File: config.mk
export PLATFORM = sky130hd
export DESIGN_NAME = keyword_lexer_stream_core
export DESIGN_NICKNAME = d
export VERILOG_FILES = /design/src/rtl/klx_pkg.sv /design/src/rtl/klx_front.sv /design/src/rtl/klx_queue.sv /design/src/rtl/klx_back.sv /design/src/rtl/keyword_lexer_stream_core.sv
export SDC_FILE = /design/constraint.sdc
export NUM_CORES = 1
export LEC_CHECK = 0
export BUFFER_PORTS_ARGS = -buffer_cell sky130_fd_sc_hd__buf_4
export CELL_PAD_IN_SITES_DETAIL_PLACEMENT = 0
export CELL_PAD_IN_SITES_GLOBAL_PLACEMENT = 1
export CORE_MARGIN = 10
export CORE_UTILIZATION = 55
export DETAILED_ROUTE_END_ITERATION = 8
export PLACE_DENSITY_LB_ADDON = 0.1
export SLEW_MARGIN = 5
export SYNTH_ARGS = -nofsm -noshare
export SYNTH_HDL_FRONTEND = slang
export SYNTH_SLANG_ARGS = --single-unit
File: constraint.sdc
create_clock -name clk -period 11 [get_ports clk]
set_input_delay 0.55 -clock clk [delete_from_list [all_inputs] [get_ports clk]]
set_output_delay 0.55 -clock clk [all_outputs]
set_load 0.1 [all_outputs]
File: src/rtl/klx_pkg.sv
// Shared types, constants and keyword table for the keyword lexer stream core.
`default_nettype none
package klx_pkg;

    localparam int MAX_KEYWORD_LEN = 8;
    localparam int LINE_BITS       = 16;
    localparam int LINE_W          = 16;
    localparam int WLEN_W          = $clog2(MAX_KEYWORD_LEN + 2);
    localparam int NUM_KW          = 12;
    localparam int KW_MAX_LEN      = 8;
    localparam int QDEPTH          = 4;
    localparam int QPTR_W          = $clog2(QDEPTH);
    localparam int QCNT_W          = $clog2(QDEPTH + 1);

    localparam logic [1:0] OP_CHAR = 2'd0;
    localparam logic [1:0] OP_EOL  = 2'd1;
    localparam logic [1:0] OP_EOI  = 2'd2;

    localparam logic [2:0] KIND_TEXT    = 3'd0;
    localparam logic [2:0] KIND_STR_END = 3'd1;
    localparam logic [2:0] KIND_ID_END  = 3'd2;
    localparam logic [2:0] KIND_KW_END  = 3'd3;
    localparam logic [2:0] KIND_SYMBOL  = 3'd4;
    localparam logic [2:0] KIND_NEWLINE = 3'd5;
    localparam logic [2:0] KIND_END     = 3'd6;
    localparam logic [2:0] KIND_ERROR   = 3'd7;

    // Keyword text, right justified: first character in the highest used byte
    localparam logic [8*KW_MAX_LEN-1:0] KW_STR [NUM_KW] = '{
        "function", "start", "end", "if", "elif", "else",
        "say", "set", "add", "minus", "multiply", "divide"
    };
    localparam int KW_LEN [NUM_KW] = '{8, 5, 3, 2, 4, 4, 3, 3, 3, 5, 8, 6};

    typedef struct packed {
        logic [1:0] op;
        logic [7:0] ch;
    } in_item_t;

    typedef struct packed {
        logic [2:0]        kind;
        logic [7:0]        text_char;
        logic [3:0]        keyword_index;
        logic [LINE_W-1:0] line_number;
        logic              last;
    } out_item_t;

    // Results caused by one input item, in order
    typedef struct packed {
        logic [1:0] cnt;
        out_item_t  r0;
        out_item_t  r1;
    } pair_t;

    typedef struct packed {
        logic  wr;
        pair_t ent;
    } q_wr_t;

    typedef struct packed {
        logic  avail;
        pair_t ent;
    } q_head_t;

    // Clamp a line count to the width of the result field
    function automatic logic [LINE_W-1:0] line_cap(input logic [LINE_BITS-1:0] v);
        logic [LINE_W-1:0] r;
        if (LINE_BITS > LINE_W && (v >> LINE_W) != '0)
            r = '1;
        else
            r = LINE_W'(v);
        return r;
    endfunction

endpackage
`default_nettype wire

File: src/rtl/klx_front.sv
// Front end: lexer state, character classification and keyword match.
`default_nettype none
module klx_front (
    input  wire logic             clk,
    input  wire logic             rst_n,
    input  wire logic             push,
    input  wire klx_pkg::in_item_t item,
    input  wire logic             q_full,
    output logic                  full,
    output klx_pkg::q_wr_t        q_wr
);
    import klx_pkg::*;

    typedef enum logic [2:0] {
        MODE_LINE_START,
        MODE_NORMAL,
        MODE_WORD,
        MODE_STRING,
        MODE_COMMENT,
        MODE_HALTED
    } mode_t;

    mode_t                mode_reg, mode_next;
    logic                 content_reg, content_next;
    logic [WLEN_W-1:0]    len_reg, len_next;
    logic [LINE_BITS-1:0] line_reg, line_next;
    logic [7:0]           buf_reg [MAX_KEYWORD_LEN];

    logic              accept;
    logic              buf_we;
    logic [WLEN_W-1:0] buf_idx;
    logic              do_end_word, do_normal, do_newline, do_single;
    logic [2:0]        single_kind;
    logic [7:0]        single_char;
    logic [LINE_W-1:0] single_line;
    logic [LINE_W-1:0] tok_line;
    logic [7:0]        c;
    logic              c_space, c_alpha, c_wstart, c_wchar, c_sym;
    logic              kw_hit;
    logic [3:0]        kw_idx;
    pair_t             ent;

    function automatic pair_t add_res(input pair_t p, input logic [2:0] k,
                                      input logic [7:0] ch, input logic [3:0] kwi,
                                      input logic [LINE_W-1:0] ln);
        out_item_t r;
        r = '{kind: k, text_char: ch, keyword_index: kwi, line_number: ln, last: 1'b0};
        if (p.cnt == 2'd0)
        begin
            p.r0  = r;
            p.cnt = 2'd1;
        end
        else
        begin
            p.r1  = r;
            p.cnt = 2'd2;
        end
        return p;
    endfunction

    assign full   = q_full;
    assign accept = push && !q_full;
    assign c      = item.ch;

    assign c_space  = (c == 8'd32) || (c >= 8'd9 && c <= 8'd13);
    assign c_alpha  = (c >= "a" && c <= "z") || (c >= "A" && c <= "Z");
    assign c_wstart = c_alpha || (c == "_");
    assign c_wchar  = c_wstart || (c >= "0" && c <= "9");
    assign c_sym    = (c == ":") || (c == "=") || (c == "(") || (c == ")");

    assign tok_line = line_cap((line_reg != '1) ? line_reg + 1'b1 : line_reg);

    // Compare the word buffer against every keyword at once
    always_comb
    begin
        logic same;
        kw_hit = 1'b0;
        kw_idx = '0;
        for (int k = NUM_KW - 1; k >= 0; k--)
        begin
            same = (len_reg == WLEN_W'(KW_LEN[k]));
            for (int i = 0; i < KW_MAX_LEN; i++)
            begin
                if (i < KW_LEN[k] &&
                    buf_reg[i] != KW_STR[k][(KW_LEN[k] - 1 - i) * 8 +: 8])
                    same = 1'b0;
            end
            if (same)
            begin
                kw_hit = 1'b1;
                kw_idx = 4'(k);
            end
        end
    end

    always_comb
    begin
        mode_next    = mode_reg;
        content_next = content_reg;
        len_next     = len_reg;
        line_next    = line_reg;
        buf_we       = 1'b0;
        buf_idx      = len_reg;
        do_end_word  = 1'b0;
        do_normal    = 1'b0;
        do_newline   = 1'b0;
        do_single    = 1'b0;
        single_kind  = KIND_TEXT;
        single_char  = 8'd0;
        single_line  = tok_line;
        ent          = '0;

        if (accept && mode_reg != MODE_HALTED)
        begin
            unique case (item.op)
                OP_CHAR:
                begin
                    unique case (mode_reg)
                        MODE_LINE_START:
                        begin
                            if (c == "#")
                                mode_next = MODE_COMMENT;
                            else if (!c_space)
                            begin
                                content_next = 1'b1;
                                mode_next    = MODE_NORMAL;
                                do_normal    = 1'b1;
                            end
                        end
                        MODE_NORMAL:
                            do_normal = 1'b1;
                        MODE_WORD:
                        begin
                            if (c_wchar)
                            begin
                                buf_we = (len_reg < WLEN_W'(MAX_KEYWORD_LEN));
                                if (len_reg <= WLEN_W'(MAX_KEYWORD_LEN))
                                    len_next = len_reg + 1'b1;
                                do_single   = 1'b1;
                                single_char = c;
                            end
                            else
                            begin
                                do_end_word = 1'b1;
                                mode_next   = MODE_NORMAL;
                                do_normal   = 1'b1;
                            end
                        end
                        MODE_STRING:
                        begin
                            do_single = 1'b1;
                            if (c == "\"")
                            begin
                                single_kind = KIND_STR_END;
                                mode_next   = MODE_NORMAL;
                            end
                            else
                                single_char = c;
                        end
                        default:
                            ;
                    endcase
                end
                OP_EOL:
                begin
                    if (mode_reg == MODE_STRING)
                    begin
                        do_single   = 1'b1;
                        single_kind = KIND_ERROR;
                        mode_next   = MODE_HALTED;
                    end
                    else
                    begin
                        do_end_word  = (mode_reg == MODE_WORD);
                        do_newline   = content_reg;
                        if (line_reg != '1)
                            line_next = line_reg + 1'b1;
                        mode_next    = MODE_LINE_START;
                        content_next = 1'b0;
                        len_next     = '0;
                    end
                end
                OP_EOI:
                begin
                    do_single   = 1'b1;
                    single_kind = KIND_END;
                    single_line = line_cap(line_reg);
                    mode_next   = MODE_HALTED;
                end
                default:
                    ;
            endcase
        end

        // Emit in source order: word end, then what the breaking character gives
        if (do_end_word)
        begin
            if (kw_hit)
                ent = add_res(ent, KIND_KW_END, 8'd0, kw_idx, tok_line);
            else
                ent = add_res(ent, KIND_ID_END, 8'd0, 4'd0, tok_line);
        end
        if (do_normal && !c_space)
        begin
            if (c == "\"")
                mode_next = MODE_STRING;
            else if (c_wstart)
            begin
                mode_next = MODE_WORD;
                len_next  = WLEN_W'(1);
                buf_we    = 1'b1;
                buf_idx   = '0;
                ent       = add_res(ent, KIND_TEXT, c, 4'd0, tok_line);
            end
            else if (c_sym)
                ent = add_res(ent, KIND_SYMBOL, c, 4'd0, tok_line);
        end
        if (do_newline)
            ent = add_res(ent, KIND_NEWLINE, 8'd0, 4'd0, tok_line);
        if (do_single)
            ent = add_res(ent, single_kind, single_char, 4'd0, single_line);

        if (ent.cnt == 2'd2)
            ent.r1.last = 1'b1;
        else if (ent.cnt == 2'd1)
            ent.r0.last = 1'b1;
    end

    assign q_wr.wr  = (ent.cnt != 2'd0);
    assign q_wr.ent = ent;

    always_ff @(posedge clk or negedge rst_n)
    begin
        if (!rst_n)
        begin
            mode_reg    <= MODE_LINE_START;
            content_reg <= 1'b0;
            len_reg     <= '0;
            line_reg    <= '0;
        end
        else
        begin
            mode_reg    <= mode_next;
            content_reg <= content_next;
            len_reg     <= len_next;
            line_reg    <= line_next;
        end
    end

    always_ff @(posedge clk)
    begin
        for (int j = 0; j < MAX_KEYWORD_LEN; j++)
        begin
            if (buf_we && buf_idx == WLEN_W'(j))
                buf_reg[j] <= c;
        end
    end

endmodule
`default_nettype wire

File: src/rtl/klx_queue.sv
// Short queue of per-item result groups between front and back.
`default_nettype none
module klx_queue (
    input  wire logic            clk,
    input  wire logic            rst_n,
    input  wire klx_pkg::q_wr_t  q_wr,
    input  wire logic            rd,
    output logic                 q_full,
    output klx_pkg::q_head_t     head
);
    import klx_pkg::*;

    pair_t             mem [QDEPTH];
    logic [QPTR_W-1:0] wr_ptr_reg, wr_ptr_next;
    logic [QPTR_W-1:0] rd_ptr_reg, rd_ptr_next;
    logic [QCNT_W-1:0] cnt_reg, cnt_next;
    logic              do_wr, do_rd;

    assign q_full     = (cnt_reg == QCNT_W'(QDEPTH));
    assign head.avail = (cnt_reg != '0);
    assign head.ent   = mem[rd_ptr_reg];

    assign do_wr = q_wr.wr && !q_full;
    assign do_rd = rd && head.avail;

    always_comb
    begin
        wr_ptr_next = wr_ptr_reg;
        rd_ptr_next = rd_ptr_reg;
        cnt_next    = cnt_reg;
        if (do_wr)
            wr_ptr_next = (wr_ptr_reg == QPTR_W'(QDEPTH - 1)) ? '0 : wr_ptr_reg + 1'b1;
        if (do_rd)
            rd_ptr_next = (rd_ptr_reg == QPTR_W'(QDEPTH - 1)) ? '0 : rd_ptr_reg + 1'b1;
        if (do_wr && !do_rd)
            cnt_next = cnt_reg + 1'b1;
        else if (do_rd && !do_wr)
            cnt_next = cnt_reg - 1'b1;
    end

    always_ff @(posedge clk or negedge rst_n)
    begin
        if (!rst_n)
        begin
            wr_ptr_reg <= '0;
            rd_ptr_reg <= '0;
            cnt_reg    <= '0;
        end
        else
        begin
            wr_ptr_reg <= wr_ptr_next;
            rd_ptr_reg <= rd_ptr_next;
            cnt_reg    <= cnt_next;
        end
    end

    always_ff @(posedge clk)
    begin
        if (do_wr)
            mem[wr_ptr_reg] <= q_wr.ent;
    end

endmodule
`default_nettype wire

File: src/rtl/klx_back.sv
// Back end: output register that hands out one result per pop.
`default_nettype none
module klx_back (
    input  wire logic             clk,
    input  wire logic             rst_n,
    input  wire klx_pkg::q_head_t head,
    output logic                  rd,
    output logic                  empty,
    input  wire logic             pop,
    output klx_pkg::out_item_t    result
);
    import klx_pkg::*;

    logic  valid_reg, valid_next;
    logic  sec_reg, sec_next;
    pair_t ent_reg;
    logic  take, done;

    assign empty  = !valid_reg;
    assign result = sec_reg ? ent_reg.r1 : ent_reg.r0;
    assign take   = pop && valid_reg;
    assign done   = take && (sec_reg || ent_reg.cnt != 2'd2);
    assign rd     = (!valid_reg || done) && head.avail;

    always_comb
    begin
        valid_next = valid_reg;
        sec_next   = sec_reg;
        if (rd)
        begin
            valid_next = 1'b1;
            sec_next   = 1'b0;
        end
        else if (done)
            valid_next = 1'b0;
        else if (take)
            sec_next = 1'b1;
    end

    always_ff @(posedge clk or negedge rst_n)
    begin
        if (!rst_n)
        begin
            valid_reg <= 1'b0;
            sec_reg   <= 1'b0;
        end
        else
        begin
            valid_reg <= valid_next;
            sec_reg   <= sec_next;
        end
    end

    always_ff @(posedge clk)
    begin
        if (rd)
            ent_reg <= head.ent;
    end

endmodule
`default_nettype wire

File: src/rtl/keyword_lexer_stream_core.sv
// Top level of the keyword lexer stream core.
`default_nettype none
// Streaming lexer: push one item per cycle (a character, an end of line or an
// end of input) and pop token results. Each item causes zero, one or two results;
// the final one of an item carries last. An item is taken in the cycle it is
// pushed whenever the four-entry result queue has room, so the input side runs at
// one item per clock; the result side hands out one result per pop, and an item
// that causes two results needs two pops. A result is written into the queue and
// then loaded into the output register before it is visible. The lexer state and the
// parallel compare against the twelve keywords resolve within the accepting
// cycle. After an unterminated string or the end of input the block answers
// nothing until reset.
module keyword_lexer_stream_core (
    input  wire logic              clk,
    input  wire logic              rst_n,
    input  wire logic              push,
    output logic                   full,
    input  wire klx_pkg::in_item_t item,
    output logic                   empty,
    input  wire logic              pop,
    output klx_pkg::out_item_t     result
);
    import klx_pkg::*;

    q_wr_t   q_wr;
    q_head_t head;
    logic    q_full;
    logic    rd;

    klx_front u_front (
        .clk    (clk),
        .rst_n  (rst_n),
        .push   (push),
        .item   (item),
        .q_full (q_full),
        .full   (full),
        .q_wr   (q_wr)
    );

    klx_queue u_queue (
        .clk    (clk),
        .rst_n  (rst_n),
        .q_wr   (q_wr),
        .rd     (rd),
        .q_full (q_full),
        .head   (head)
    );

    klx_back u_back (
        .clk    (clk),
        .rst_n  (rst_n),
        .head   (head),
        .rd     (rd),
        .empty  (empty),
        .pop    (pop),
        .result (result)
    );

`ifndef SYNTHESIS
    a_no_write_when_full: assert property (@(posedge clk) disable iff (!rst_n)
        !(q_wr.wr && q_full))
        else $error("result group written into a full queue");

    a_end_is_last: assert property (@(posedge clk) disable iff (!rst_n)
        (!empty && (result.kind == KIND_END || result.kind == KIND_ERROR)) |-> result.last)
        else $error("end or error result not marked last");

    a_group_has_results: assert property (@(posedge clk) disable iff (!rst_n)
        head.avail |-> (head.ent.cnt == 2'd1 || head.ent.cnt == 2'd2))
        else $error("queued result group holds no results");
`endif

endmodule
`default_nettype wire
==> results of run 1 <==
==> worst max-delay path, delay by kind of cell <==
family                   cells  cell delay (ps)
AND/OR/NAND/NOR              5              970
adder cells (fa/ha/maj)      1              300
AO/OA/AOI/OAI                3              730
buffers and inverters        3             1140
==> cells in the final DEF, fill, tap and decap left out, types with 15 or more instances in the layout <==
master,count
a21oi_1,21
and3_1,17
buf_4,59
clkbuf_16,42
dfrtp_1,30
edfxtp_1,374
inv_1,17
mux2_2,32
mux4_2,62
nand2_1,56
nand3_1,18
nor2_1,72
nor3_1,19
o21ai_0,15
xnor2_1,19
xor2_1,15
==> final cells by class <==
type	count	area [µm²]	area share, %
multi-input cells	562	4751	24.83
flip-flops and latches	407	12060	63.05
clock buffers	52	1089	5.689
clock inverters	22	215.2	1.125
repair buffers	60	452.9	2.367
inverters	18	67.56	0.3531
well taps	396	495.5	2.590
==> worst paths after layout <==
check | cells past startpoint | start | to
worst min-delay path | 2 | item[8] | u_front.mode_reg[2]$_DFF_PN0_
worst min register to register | 1 | u_queue.cnt_reg[2]$_DFFE_PN0P_ | u_queue.cnt_reg[2]$_DFFE_PN0P_
max in group asynchronous | 2 | rst_n | u_queue.rd_ptr_reg[0]$_DFFE_PN0P_
min in group asynchronous | 2 | rst_n | u_back.valid_reg$_DFFE_PN0P_
worst max register to register | 10 | u_queue.cnt_reg[1]$_DFFE_PN0P_ | u_queue.mem[3][14]$_DFFE_PP_
worst max-delay path | 12 | item[4] | u_queue.mem[3][14]$_DFFE_PP_
==> per-layer routing <==
metal / routed length (µm) / GRT usage, %
met1: 16840 / 28.35
met2: 16000 / 27.35
met4: 695 / 4.977
met5: 0 / 0
met3: 2612 / 4.621
==> timing repair <==
action,in CTS,in global routing
hold buffers,1,0
endpoints found under the hold margin,9,0
setup endpoints to repair,0,0
resized for setup,0,0
==> power by group through the flow <==
stage | Sequential [mW] | Clock, mW | Combinational (mW)
after floorplan | 2.02 | 0 | 1.19
after global placement | 2.09 | 0 | 1.45
after detailed placement | 2.10 | 0 | 1.46
after CTS | 2.06 | 1.37 | 1.46
after global routing | 2.08 | 1.44 | 1.52
final | 2.06 | 1.34 | 1.43
==> logic make-up (layout without fill, tap and decap cells) <==
group,Yosys count,after routing,synth area share (%)
flops,407,407,70.89
simple gates,307,307,10.05
mux,100,100,10.70
compound gates,95,95,4.003
buf+inv,62,152,1.508
xor+xnor,34,34,1.751
fa+ha+maj,14,14,1.074
other cells,1,12,0.02205
==> stage by stage <==
stage / power (mW) / worst slack [ps] / std cells / hold WS (ps) / utilization (%)
floorplan: 3.205 / 5744 / 1031 / 254.4 / -
global placement: 3.540 / 6914 / 1442 / 477.5 / 58.25
detailed placement: 3.554 / 6880 / 1442 / 483.0 / 58.25
CTS: 4.900 / 7388 / 1517 / 284.0 / 62.55
global route: 5.048 / 7119 / 1517 / 291.8 / 62.55
finish: 4.840 / 7413 / 1517 / 300.6 / 62.55
==> impl_metrics.yaml, run 1 <==
floorplanning:
  ioPinCount: 48
  rows: 64
  start_util_pct: 55.60
  die_w_um: 195.8
  design.core.area_um2: 30590
  fp.dieH_um: 195.8
  die_area_um2: 38350
drt:
  num_vias: 9182
  drc: 0
  first_pass_iters: 5
  dr.first_iter.drc_count: 835
  routedWlPerCell_um: 23.83
  vias_per_cell: 6.053
  totalWireLength_mm: 36.15
  postRouteAntennaNets: 0
grt:
  grt_pass1_vias: 9385
  grt_overflow: 0
  grt_usage_pct: 18.97
  grt_antenna_before_repair: 0
  grt_pass1_wl_mm: 56.39
  grt_max_degree: 63
critical_path:
  cpMostUsedCell: "buf_4"
  required_ps: 11150
  cp_slowest_cell: "buf_4"
  cp-end-kind: "flip-flop"
  r2r_slack_ps: 7420
  cp_max_fo: 62
  cp.arrival_ps: 3730
  crit_chain: "buf_4, nor3_1, nand2_1, a31oi_1, o311ai_2, buf_4, ha_1, and4_4, a22o_1, nand3_2, and2_2, buf_4"
  start_kind: "input pin"
  slowest_delay_ps: 740
  critical_path_class: "input pin to flip-flop"
clock_tree:
  clockRootBuffer: "clkbuf_16"
  cts_max_level: 2
  path_clk_slew_ps: 60
  cts_tree: "built"
  cts.sinks: 407
  cts_buffer_depth: 3
  clk_latency_ps: 530
  numCtsBuffers: 41
  cts_setup_buffers: 0
min_path:
  hp-class: "input pin to flip-flop"
synth:
  ys_seq_elements: 407
  ys_warn_count: 0
  synthesis.area_um2: 17010
  postSynthAreaPerCell_um2: 16.67
  yosysTopAreaCell: "edfxtp_1"
  ys_types: 90
  synth-edff-count: 374
  synth_top_area_share_pct: 66.04
  synthArstFlopShare_pct: 8.108
  synth_ff_type: "edfxtp_1"
  syn_inst: 1020
  yosys-top-cells-area: "edfxtp_1 66%, mux4_2 8.2%, dfrtp_1 4.9%"
  yosysMostFrequentCell: "edfxtp_1"
  ys_top_cells_by_count: "374 x edfxtp_1, 72 x nor2_1, 62 x mux4_2"
  yosysSeqAreaShare_pct: 70.89
sta:
  maxSlewViolCount: 0
  fin_worst_skew_ps: 14.94
  hold_viol_final: 0
  post-route-min-period_ps: 3587
  relSlewSlack_pct: 25.49
  period_share_pct: 32.61
  setup_viol: 0
  grt_setup_unrepaired: "false"
  tightest_slew_ps: 1109
  fin_tns_setup_ps: 0
  timing.fmax_ghz: 0.2788
final_layout:
  fillers: 2279
  diodes: 0
  synthToLayoutAreaGrowth_pct: 12.51
  fin_nets: 1118
  finalInstanceArea_um2: 19130
  drive_gt1_share_pct: 21.23
  largest_reg_flops: 248
placement:
  gp_congestion: 0.8868
  dpl.hpwl_mm: 23.52
  port_buffers: 47
  placed_cell_area_um2: 17820
pwr:
  vdd_drop_max_mv: 0.1406
  power.share.combinational_pct: 29.6
  p_int_mw: 3.176
  swShare_pct: 34.37
  power_frac_seq_pct: 42.6
  p_clk_share_pct: 27.8
  power_density_nw_per_um2: 253.0
  power.switching_mw: 1.664
  p_leak_nw: 6.576
run_status:
  outcome: "completed"
flow_run:
  drv_cap: 0
No activity file was read; power rests on OpenSTA's default activity.
==> run 2: changes to the inputs <==
Settings changed: CORE_UTILIZATION 55 to 48.
Clock period 11 ns to 2.9 ns, I/O delays scaled along.
==> impl_metrics.yaml, run 2 (same netlist as run 1, synthesis figures left out) <==
min_path:
  hp-class: "input pin to flip-flop"
  hp-start: "item[7]"
  worstHoldPathCells: 2
  min_to: "u_front.buf_reg[0][15]$_DFFE_PP_"
critical_path:
  slowest_delay_ps: 430
  cp-end-kind: "flip-flop"
  critical_path_class: "flip-flop to flip-flop"
  required_ps: 3280
  crit_chain: "inv_1, ha_2, nand2b_4, or4_1, or4_4, or2_0, o311a_1, a31oi_4, buf_4, a211o_1"
  r2r_slack_ps: 110
  path_delay_family: "simple AND/OR/NAND/NOR gates"
  cp_max_fo: 4
  start_kind: "flip-flop"
  cp_num_buf_inv: 2
  reg2reg_to: "u_queue.mem[0][61]$_DFFE_PP_"
  cp_slowest_cell: "or4_4"
  cp.arrival_ps: 3170
  worstRegToRegCells: 10
  r2r_start: "u_front.len_reg[1]$_DFF_PN0_"
placement:
  gp_congestion: 0.9063
  port_buffers: 47
  dpl.hpwl_mm: 24.47
clock_tree:
  numCtsBuffers: 43
  path_clk_slew_ps: 60
  cts_buffer_depth: 3
  cts_tree: "built"
  cts_max_level: 2
  cts.sinks: 407
  clockRootBuffer: "clkbuf_16"
  clk_latency_ps: 530
pwr:
  p_leak_nw: 7.137
  vdd_drop_max_mv: 1.176
  power_density_nw_per_um2: 930.4
drt:
  dr.first_iter.drc_count: 630
  postRouteAntennaNets: 0
  drc: 0
  first_pass_iters: 7
  vias_per_cell: 5.593
  totalWireLength_mm: 36.56
  routedWlPerCell_um: 21.95
  num_vias: 9318
floorplanning:
  start_util_pct: 48.99
  die_area_um2: 43360
  rows: 68
  die_w_um: 208.2
  ioPinCount: 48
  design.core.area_um2: 34710
  fp.dieH_um: 208.2
grt:
  grt_pass1_wl_mm: 57.70
  grt_antenna_before_repair: 1
  grt_pass1_vias: 9745
  grt_usage_pct: 16.75
  grt_max_degree: 65
  grt_overflow: 0
sta:
  relSlewSlack_pct: 37.63
  tightest_slew_ps: 928.4
  setup_viol: 0
  period_share_pct: 96.26
  timing.fmax_ghz: 0.3582
  post-route-min-period_ps: 2792
  maxSlewViolCount: 0
  hold_viol_final: 0
  grt_setup_unrepaired: "false"
  fin_worst_skew_ps: 12.94
  fin_tns_setup_ps: 0
flow_run:
  drv_cap: 0
final_layout:
  largest_reg_flops: 248
  fin_nets: 1207
  drive_gt1_share_pct: 28.41
  final_cell_mix: "374 x edfxtp_1, 120 x buf_4, 72 x nor2_1, 62 x mux4_2, 55 x nand2_1"
  synthToLayoutAreaGrowth_pct: 19.68
  diodes: 0
  final_common_cell: "edfxtp_1"
  fin_util_pct: 58.63
run_status:
  outcome: "completed"
-- run 2: changes by cell type in the layout (fill, tap and decap cells not counted), sizes merged --
cell         delta
buf            +82
clkbuf          -3
clkinv          +8
clkinvlp        -1
dlygate4sd3     +5
inv             -1
-- run 2: layer usage --
metal	up-vias	global-route usage [%]	share of wire, %
met5	-	0	0
met4	0	3.836	1.5
met3	50	2.681	4.6
met2	196	25.76	45
met1	4744	24.55	49
li1	4328	-	-
-- run 2: what timing repair did --
item	in CTS	in global routing
endpoints found under the hold margin	43	0
setup buffers	0	1
hold buffers	6	0
setup endpoints to repair	0	234
resized for setup	0	19
-- run 2: power breakdown --
group          switching (mW)  internal [mW]
clock network            2.17           3.12
logic                    3.90           2.01
registers               0.392           7.34
total                    6.46           12.5
-- run 2: area by class of cell --
cell class	instances	area (µm²)
fill	2686	14360
sequential	407	12060
timing repair buffer	147	1373
clock buffer	49	1120
multi-input combinational	562	4915
tap	455	569.3
clock inverter	28	246.5
inverter	18	67.56
-- run 2: through the flow --
stage               cell area, µm²  hold slack [ps]  power, mW  std cells  worst slack, ps
floorplan                    17150           -150.6      12.17       1031           -131.4
global placement             18820            147.2      13.78       1582           -3.177
detailed placement           18820            145.9      13.82       1582           -32.26
CTS                          20250            13.83      19.14       1665            25.08
global route                 20350            25.63      19.75       1666            4.940
finish                       20350            26.21      18.94       1666            108.4
-- run 2: worst max-delay path by stage --
stage	start	end	cells past startpoint
2_1_floorplan	u_back.sec_reg$_DFFE_PN0P_	u_queue.cnt_reg[1]$_DFFE_PN0P_	9
3_3_place_gp	item[2]	u_queue.cnt_reg[2]$_DFFE_PN0P_	15
3_5_place_dp	item[2]	u_queue.cnt_reg[2]$_DFFE_PN0P_	15
4_1_cts	item[1]	u_queue.cnt_reg[2]$_DFFE_PN0P_	17
5_1_grt	u_front.len_reg[0]$_DFF_PN0_	u_queue.mem[0][61]$_DFFE_PP_	10
6_report	u_front.len_reg[1]$_DFF_PN0_	u_queue.mem[0][61]$_DFFE_PP_	10
==> run 3: changes to the inputs <==
Settings changed: PLACE_DENSITY from default to 0.74, PLACE_DENSITY_LB_ADDON 0.1 to default.
==> impl_metrics.yaml, run 3 (same netlist as run 1, synthesis figures left out) <==
run_status:
  outcome: "completed"
grt:
  grt_pass1_wl_mm: 56.83
  grt_usage_pct: 16.54
  grt_antenna_before_repair: 0
  grt_overflow: 0
  grt_pass1_vias: 9638
  grt_max_degree: 65
floorplanning:
  fp.dieH_um: 208.2
  design.core.area_um2: 34710
  rows: 68
  ioPinCount: 48
  start_util_pct: 48.99
  die_w_um: 208.2
  die_area_um2: 43360
final_layout:
  final_common_cell: "edfxtp_1"
  diodes: 0
  finalInstanceArea_um2: 20290
  largest_reg_flops: 248
  fillers: 2660
  drive_gt1_share_pct: 28.36
  final_cell_mix: "374 x edfxtp_1, 125 x buf_4, 72 x nor2_1, 62 x mux4_2, 55 x nand2_1"
  fin_nets: 1204
  synthToLayoutAreaGrowth_pct: 19.33
  fin_util_pct: 58.46
clock_tree:
  clockRootBuffer: "clkbuf_16"
  numCtsBuffers: 42
  cts.sinks: 407
  cts_buffer_depth: 3
  clk_latency_ps: 540
  cts_tree: "built"
  cts_max_level: 2
  path_clk_slew_ps: 70
critical_path:
  cp-end-kind: "flip-flop"
  start_kind: "input pin"
  cp_max_fo: 9
  cp.arrival_ps: 3230
  required_ps: 3310
  critical_path_class: "input pin to flip-flop"
sta:
  setup_ws_ps: 77.46
  tightest_slew_ps: 917.7
  setup_viol: 0
  maxSlewViolCount: 0
  relSlewSlack_pct: 38.82
  timing.fmax_ghz: 0.3543
  fin_worst_skew_ps: 19.30
  hold_viol_final: 0
  post-route-min-period_ps: 2823
  period_share_pct: 97.33
  whs_ps: 16.59
pwr:
  swShare_pct: 33.76
  p_int_mw: 12.53
  vdd_drop_max_mv: 1.164
  power.total_mw: 18.92
  power_density_nw_per_um2: 932.3
  power.share.combinational_pct: 31.2
  power.switching_mw: 6.387
  p_leak_nw: 7.104
  power_frac_seq_pct: 40.6
  p_clk_share_pct: 28.2
drt:
  totalWireLength_mm: 36.13
  vias_per_cell: 5.637
  postRouteAntennaNets: 0
  drc: 0
  dr.first_iter.drc_count: 811
  first_pass_iters: 4
  num_vias: 9363
  routedWlPerCell_um: 21.75
placement:
  gp_congestion: 0.8779
  place_worst_setup_slack_ps: -64.29
  dpl.hpwl_mm: 24.26
  placed_cell_area_um2: 18720
  port_buffers: 47
flow_run:
  drv_cap: 0
min_path:
  hp-class: "input pin to flip-flop"
run 3: cell count changes in the layout (fill, tap and decap cells not counted), sizes merged:
cell         delta
clkinv          -8
clkbuf          +4
buf             -1
bufinv          +1
clkinvlp        +1
dlygate4sd3     -1
inv             -1
run 3: metrics by stage:
stage / instances / setup TNS [ps]
2_1_floorplan: 1031 / -18000
3_3_place_gp: 1579 / 0
3_5_place_dp: 1579 / -107.7
4_1_cts: 1658 / 0
5_1_grt: 1661 / -29.21
6_report: 1661 / 0
run 3: final cells by class:
class / instances / area (µm²) / area share [%]
flip-flops and latches: 407 / 12060 / 59.44
multi-input cells: 562 / 4925 / 24.27
repair buffers: 145 / 1280 / 6.307
clock buffers: 53 / 1134 / 5.586
well taps: 455 / 569.3 / 2.805
clock inverters: 21 / 256.5 / 1.264
inverters: 18 / 67.56 / 0.3329
run 3: repair_timing:
item	4_1_cts	5_1_grt
endpoints found under the setup margin	6	92
resized for setup	1	17
hold endpoints to repair	38	0
buffers inserted	0	3
pin swaps	0	4
hold buffers	5	0
run 3: power groups by stage:
stage / combinational, mW / clock (mW) / sequential [mW]
final: 5.90 / 5.33 / 7.69
after global routing: 6.26 / 5.69 / 7.78
after CTS: 5.98 / 5.46 / 7.70
after detailed placement: 5.96 / 0 / 7.82
after global placement: 5.94 / 0 / 7.78
after floorplan: 4.55 / 0 / 7.62
run 3: per-layer routing:
| metal | wire length, µm | GRT usage, % | vias up |
|---|---|---|---|
| met5 | 0 | 0 | - |
| li1 | - | - | 4331 |
| met2 | 16910 | 25.72 | 223 |
| met3 | 2045 | 2.920 | 46 |
| met4 | 555 | 3.811 | 0 |
| met1 | 16620 | 23.81 | 4763 |
run 3: final timing paths:
path                                           startpoint                                 to  slack, ps  cells past startpoint
min in group asynchronous                           rst_n       u_back.valid_reg$_DFFE_PN0P_        130                      2
max in group asynchronous                           rst_n  u_queue.rd_ptr_reg[0]$_DFFE_PN0P_       2370                      2
min                                               item[6]   u_front.buf_reg[1][30]$_DFFE_PP_         20                      2
max reg2reg                u_queue.cnt_reg[0]$_DFFE_PN0P_     u_queue.cnt_reg[1]$_DFFE_PN0P_         90                     11
min reg2reg                u_queue.cnt_reg[2]$_DFFE_PN0P_     u_queue.cnt_reg[2]$_DFFE_PN0P_        550                      2
max                                               item[2]     u_queue.cnt_reg[1]$_DFFE_PN0P_         80                     16
run 3: critical path: stages:
cell and delay [ps]:
dlygate4sd3_1 560, buf_6 150, o21a_1 210, nor3_2 240, a31oi_4 70, o311ai_4 270, buf_4 170, inv_2 30
ha_1 190, inv_1 70, a22o_4 130, nand3_4 70, ha_4 190, inv_2 50, fa_2 410, mux2_2 260
